## config.mk

```make
export PLATFORM = sky130hd
export DESIGN_NAME = lbsbe_pipe_ctrl
export DESIGN_NICKNAME = d
export VERILOG_FILES = /design/src/lbsbe_pkg.sv /design/src/lbsbe_pipe_ctrl.sv
export SDC_FILE = /design/constraint.sdc
export NUM_CORES = 1
export LEC_CHECK = 0
export BUFFER_PORTS_ARGS = -buffer_cell sky130_fd_sc_hd__buf_2
export CORE_AREA = 4 4 41 43
export DETAILED_ROUTE_END_ITERATION = 7
export DIE_AREA = 0 0 45 47
export PLACE_DENSITY = 0.42
export SYNTH_ARGS = -nofsm -noshare
export SYNTH_HDL_FRONTEND = slang
export SYNTH_SLANG_ARGS = --single-unit
```

## constraint.sdc

```tcl
create_clock -name clk -period 1.09 [get_ports clk]
set_input_delay 0.109 -clock clk [delete_from_list [all_inputs] [get_ports clk]]
set_output_delay 0.109 -clock clk [all_outputs]
set_load 0.02 [all_outputs]
```

## src/lbsbe_pkg.sv

```systemverilog
// Shared types, constants and coefficient tables for the Loop patch basis evaluator.
// Used by lbsbe_pipe_ctrl and loop_box_spline_basis_eval. No dependencies.
`timescale 1ns / 1ps

package lbsbe_pkg;

    localparam int DEF_FRAC_BITS = 15;

    localparam int COORD_W     = 16;
    localparam int WEIGHT_W    = 16;
    localparam int NUM_WEIGHTS = 12;
    localparam int NUM_PAIRS   = 6;
    localparam int NUM_MONOS   = 15;

    localparam int PAIR_W = 2 * COORD_W;
    localparam int MONO_W = 2 * PAIR_W;
    // coefficient sums stay below 2^9, so a weighted sum fits in 73 bits
    localparam int ACC_W  = MONO_W + 9;
    // monomials below this index go to the first partial sum
    localparam int SPLIT  = 8;

    // divide by 3 through a reciprocal; exact for arguments below 2^RECIP_SH
    localparam int QUO_W    = 18;
    localparam int RECIP_SH = 19;
    localparam int RECIP_W  = 18;
    localparam logic [RECIP_W-1:0] RECIP3 = RECIP_W'(174763);
    localparam int PROD_W   = QUO_W + RECIP_W;

    // pipeline stages
    localparam int NUM_STAGES = 5;
    localparam int ST_PAIR    = 0;
    localparam int ST_MONO    = 1;
    localparam int ST_SUM     = 2;
    localparam int ST_SCALE   = 3;
    localparam int ST_OUT     = 4;

    // degree-2 products of the coordinates
    localparam logic [2:0] PAIR_UU = 3'd0;
    localparam logic [2:0] PAIR_VV = 3'd1;
    localparam logic [2:0] PAIR_WW = 3'd2;
    localparam logic [2:0] PAIR_UV = 3'd3;
    localparam logic [2:0] PAIR_UW = 3'd4;
    localparam logic [2:0] PAIR_VW = 3'd5;

    // degree-4 monomials, ordered u^4, u^3v, u^3w, u^2v^2, u^2vw, u^2w^2, uv^3, uv^2w,
    // uvw^2, uw^3, v^4, v^3w, v^2w^2, vw^3, w^4; each is MONO_A * MONO_B
    localparam logic [2:0] MONO_A [NUM_MONOS] = '{
        PAIR_UU, PAIR_UU, PAIR_UU, PAIR_UU, PAIR_UU, PAIR_UU, PAIR_UV, PAIR_UV,
        PAIR_UW, PAIR_UW, PAIR_VV, PAIR_VV, PAIR_VV, PAIR_VW, PAIR_WW
    };
    localparam logic [2:0] MONO_B [NUM_MONOS] = '{
        PAIR_UU, PAIR_UV, PAIR_UW, PAIR_VV, PAIR_VW, PAIR_WW, PAIR_VV, PAIR_VW,
        PAIR_VW, PAIR_WW, PAIR_VV, PAIR_VW, PAIR_WW, PAIR_WW, PAIR_WW
    };

    // integer coefficients (times 1/12) of each weight over the monomials above
    localparam logic [5:0] COEF [NUM_WEIGHTS][NUM_MONOS] = '{
        '{6'd1, 6'd2, 6'd0, 6'd0, 6'd0, 6'd0, 6'd0, 6'd0,
          6'd0, 6'd0, 6'd0, 6'd0, 6'd0, 6'd0, 6'd0},
        '{6'd1, 6'd0, 6'd2, 6'd0, 6'd0, 6'd0, 6'd0, 6'd0,
          6'd0, 6'd0, 6'd0, 6'd0, 6'd0, 6'd0, 6'd0},
        '{6'd1, 6'd6, 6'd2, 6'd12, 6'd6, 6'd0, 6'd6, 6'd6,
          6'd0, 6'd0, 6'd1, 6'd2, 6'd0, 6'd0, 6'd0},
        '{6'd6, 6'd24, 6'd24, 6'd24, 6'd60, 6'd24, 6'd8, 6'd36,
          6'd36, 6'd8, 6'd1, 6'd6, 6'd12, 6'd6, 6'd1},
        '{6'd1, 6'd2, 6'd6, 6'd0, 6'd6, 6'd12, 6'd0, 6'd0,
          6'd6, 6'd6, 6'd0, 6'd0, 6'd0, 6'd2, 6'd1},
        '{6'd0, 6'd0, 6'd0, 6'd0, 6'd0, 6'd0, 6'd2, 6'd0,
          6'd0, 6'd0, 6'd1, 6'd0, 6'd0, 6'd0, 6'd0},
        '{6'd1, 6'd8, 6'd6, 6'd24, 6'd36, 6'd12, 6'd24, 6'd60,
          6'd36, 6'd6, 6'd6, 6'd24, 6'd24, 6'd8, 6'd1},
        '{6'd1, 6'd6, 6'd8, 6'd12, 6'd36, 6'd24, 6'd6, 6'd36,
          6'd60, 6'd24, 6'd1, 6'd8, 6'd24, 6'd24, 6'd6},
        '{6'd0, 6'd0, 6'd0, 6'd0, 6'd0, 6'd0, 6'd0, 6'd0,
          6'd0, 6'd2, 6'd0, 6'd0, 6'd0, 6'd0, 6'd1},
        '{6'd0, 6'd0, 6'd0, 6'd0, 6'd0, 6'd0, 6'd0, 6'd0,
          6'd0, 6'd0, 6'd1, 6'd2, 6'd0, 6'd0, 6'd0},
        '{6'd0, 6'd0, 6'd0, 6'd0, 6'd0, 6'd0, 6'd2, 6'd6,
          6'd6, 6'd2, 6'd1, 6'd6, 6'd12, 6'd6, 6'd1},
        '{6'd0, 6'd0, 6'd0, 6'd0, 6'd0, 6'd0, 6'd0, 6'd0,
          6'd0, 6'd0, 6'd0, 6'd0, 6'd0, 6'd2, 6'd1}
    };

    typedef struct packed {
        logic [COORD_W-1:0] bary_v;
        logic [COORD_W-1:0] bary_w;
        logic [COORD_W-1:0] bary_u;
    } point_t;

    typedef struct packed {
        logic [WEIGHT_W-1:0] weight_0;
        logic [WEIGHT_W-1:0] weight_1;
        logic [WEIGHT_W-1:0] weight_2;
        logic [WEIGHT_W-1:0] weight_3;
        logic [WEIGHT_W-1:0] weight_4;
        logic [WEIGHT_W-1:0] weight_5;
        logic [WEIGHT_W-1:0] weight_6;
        logic [WEIGHT_W-1:0] weight_7;
        logic [WEIGHT_W-1:0] weight_8;
        logic [WEIGHT_W-1:0] weight_9;
        logic [WEIGHT_W-1:0] weight_10;
        logic [WEIGHT_W-1:0] weight_11;
    } weights_t;

    typedef struct packed {
        logic [NUM_STAGES-1:0] load;
        logic [NUM_STAGES-1:0] valid;
        logic                  in_ready;
    } pipe_ctrl_t;

endpackage

```

## src/lbsbe_pipe_ctrl.sv

```systemverilog
// Valid/ready control of the evaluator pipeline: per-stage valid bits and load enables.
// Depends on lbsbe_pkg.
`timescale 1ns / 1ps

module lbsbe_pipe_ctrl
    import lbsbe_pkg::*;
(
    input  logic       clk,
    input  logic       rst_n,
    input  logic       in_valid,
    input  logic       out_ready,
    output pipe_ctrl_t ctrl
);

    logic [NUM_STAGES-1:0] valid_reg;
    logic [NUM_STAGES-1:0] valid_next;
    logic [NUM_STAGES-1:0] ready;

    // a stage takes new data when empty or when its content moves on
    always_comb
    begin
        ready[NUM_STAGES-1] = !valid_reg[NUM_STAGES-1] || out_ready;
        for (int i = NUM_STAGES - 2; i >= 0; i--)
        begin
            ready[i] = !valid_reg[i] || ready[i+1];
        end
        valid_next[0] = ready[0] ? in_valid : valid_reg[0];
        for (int i = 1; i < NUM_STAGES; i++)
        begin
            valid_next[i] = ready[i] ? valid_reg[i-1] : valid_reg[i];
        end
    end

    always_ff @(posedge clk or negedge rst_n)
    begin
        if (!rst_n)
        begin
            valid_reg <= '0;
        end
        else
        begin
            valid_reg <= valid_next;
        end
    end

    always_comb
    begin
        ctrl.load     = ready;
        ctrl.valid    = valid_reg;
        ctrl.in_ready = ready[0];
    end

endmodule
```

==> summary.txt <==
Outcome
  – Run status: finished with violations
  – Failing checks: negative setup slack

Die
  – Starting Density: about 17%
  – Site Rows: 13
  – Die Footprint: between 0.002 and 0.0025 mm2
  – Area inside the core boundary: 0.001301 mm2
  – I/O pin cnt: 15
  – Die outline width: 45 um
  – Die height: about 47 um

GRT
  – Largest net degree at the start of global routing: 7
  – Overall global routing resource usage: under 10%
  – Number of global-route vias before repair: 223
  – Grt met3 use: 1.149%
  – Met1 track demand over resource: ~5.3%
  – Met2 track utilization from global routing: about an eighth
  – First-pass GRT wire length: 903 um
  – Initial antenna violation count: 0
  – Most used routing layer: met2
  – GR Overflow Total: 0

STA
  – Worst slew margin relative to its limit: around 86%
  – Worst Max-Slew Pin Slew: between 200 and 250 ps
  – Share of the clock period used by the worst path: 112.7%
  – Number of setup violations in the final report: 8
  – Minimum setup slack in the final design: -138.9 ps
  – Final Hold Violating Endpoints: 0
  – Unrepaired setup endpoints after global routing: yes
  – Maximum achievable frequency: slightly above 800 MHz
  – Clock Skew: roughly 0.057 ps
  – Final max-slew violation count: 0
  – Tmin final: ~1200 ps

Routing
  – Remaining DRCs: 0
  – Detailed-route via count: 199
  – Iteration-0 DRC Markers: 0
  – Vias per Instance: 3.618
  – DR WL/cell: approximately 10 um
  – Overall routed net length: around 570 um
  – DRT antenna net count: 0
  – Detailed Routing Iterations Pass 1: 1

Finish
  – Most frequent cells in the layout: buf_2 (8), buf_6 (6), buf_4 (5)
  – Final Net Count: 45
  – Most common library cell in the layout ignoring fill and taps: buf_2
  – Fraction of layout cells with a size suffix above 1: between 70% and 80%
  – Max FFs per register: 5
  – Antenna Diode Count: 0
  – Synth-to-Final Area Change: 95.93%
  – Non-Filler Cell Area, Final: between 400 and 500 um2

Power
  – Maximum ir drop on the vdd rail: 0.5505 mV
  – Power per standard cell area: approximately 1600 mW/mm2
  – Overall power of the completed layout: slightly below 700 uW
  – Reported leakage power: between 0.15 and 0.2 nW

Logic synthesis
  – Multiplexer area fraction after synthesis: 0%
  – Parity-gate share of the synthesized area counting xor and xnor cells: 0%
  – Netlist area before placement: ~220 um2
  – Simple-gate area share of the yosys netlist: approximately a quarter
  – Synthesized area per cell: ~12 um2
  – Gate count after technology mapping: 18
  – Synthesis-stage register bit count: 5
  – Largest family of logic cells by synthesized area: simple AND/OR/NAND/NOR gates
  – Portion of the post-synthesis area used by sequential elements: between 50% and 60%
  – Synth Net Count: 22
  – Synth Area in Compound Gates: ~7.6%
  – Warning count from the yosys run: 0
  – Synth unique cells: 12
  – Adder and majority cell fraction of the synthesized area: 0%

CTS
  – Maximum clock insertion buffer count: 2
  – CTS clock-pin slew for the worst setup and hold paths: roughly 40 ps
  – Number of sinks driven by the clock tree: 5
  – Clock tree root buffer cell: clkbuf_4
  – Number of buffers created by CTS: 3
  – H-tree lvl count: 1
  – Worst skew pair latency: 230 ps
  – Clock tree from TritonCTS: built

Worst setup path
  – Endpoint class of the critical path: output port
  – Arr. time, crit path: 1120 ps
  – Worst setup SP type: flop
  – Type of the worst setup path: flop to output port
  – Setup slack of the most critical reg-to-reg path: -130 ps
  – CP required: around 980 ps
  – Crit path max fanout: 4

Run
  – MaxCap Viol Count: 0

Placement
  – Placer congestion estimate: 0.6326
  – DP HPWL: 437.8 um
  – Port Buffers: 14
  – Post-DP Area: roughly 320 um2

Worst hold path
  – Worst hold-check path type: input port to flop
==> final cells by class <==
type | count | area (um2)
Multi-Input combinational cell | 10 | 88.84
Tap cell | 15 | 18.77
Inverter | 1 | 3.754
Clock buffer | 4 | 26.28
Sequential cell | 5 | 128.9
Fill cell | 144 | 879.6
Timing Repair Buffer | 20 | 155.1
==> synth_stat cells (all sizes together) <==
cell type | n | area (um2)
inv | 1 | 3.750
nand2 | 1 | 3.750
nand3b | 1 | 7.510
or2 | 1 | 6.260
a31o | 1 | 8.760
dfrtp | 5 | 125.1
and4b | 1 | 10.01
nand3 | 1 | 5.000
nand2b | 3 | 18.77
buf | 2 | 18.77
a21o | 1 | 7.510
==> final timing paths <==
path | startpoint | to | cells past startpoint
setup / recovery | valid_reg[4] | ctrl[6] | 3
hold / removal | in_valid | valid_reg[0] | 2
setup reg to reg | valid_reg[4] | valid_reg[0] | 4
hold reg to reg | valid_reg[2] | valid_reg[3] | 1
max in group asynchronous | rst_n | valid_reg[2] | 2
min in group asynchronous | rst_n | valid_reg[4] | 2
==> metal layers <==
layer,share of wire (%),vias to the layer above
li1,-,103
met2,66,1
met4,0,0
met5,0,-
met1,33,95
met3,1.1,0
==> cells by family (layout without fill, tap and decap cells) <==
kind of cell,Yosys count,in the layout
flip-flops,5,5
buffers and inverters,3,25
AO/OA/AOI/OAI,2,2
AND/OR/NAND/NOR,8,8
==> what timing repair did <==
item,4_1_cts,5_1_grt
endpoints found under the setup margin,6,7
buffers inserted,2,1
pin swaps,2,2
hold buffers,1,0
hold endpoints to repair,5,0
gates resized for setup,14,0
==> power breakdown <==
group / switching [mW] / internal [mW]
logic: 0.122 / 0.118
clock network: 0.0666 / 0.138
registers: 0.0201 / 0.210
==> metrics by stage <==
step	setup TNS [ps]	hold slack, ps	utilization, %	setup WS (ps)	std cells
2_1_floorplan	-72.22	-186.6	-	-45.10	18
3_3_place_gp	0	-75.30	24.33	50.67	47
3_5_place_dp	0	-73.67	24.33	41.48	47
4_1_cts	-685.5	69.63	31.83	-161.6	54
5_1_grt	-1108	75.13	32.40	-173.5	55
6_report	-862.4	76.15	32.40	-138.9	55
==> worst max-delay path: stages, from the launching register on <==
cell and delay (ps):
dfrtp_2 390, and4b_2 280, nand3_4 100, buf_6 120
Note: power is estimated with default switching activity, not from simulation.
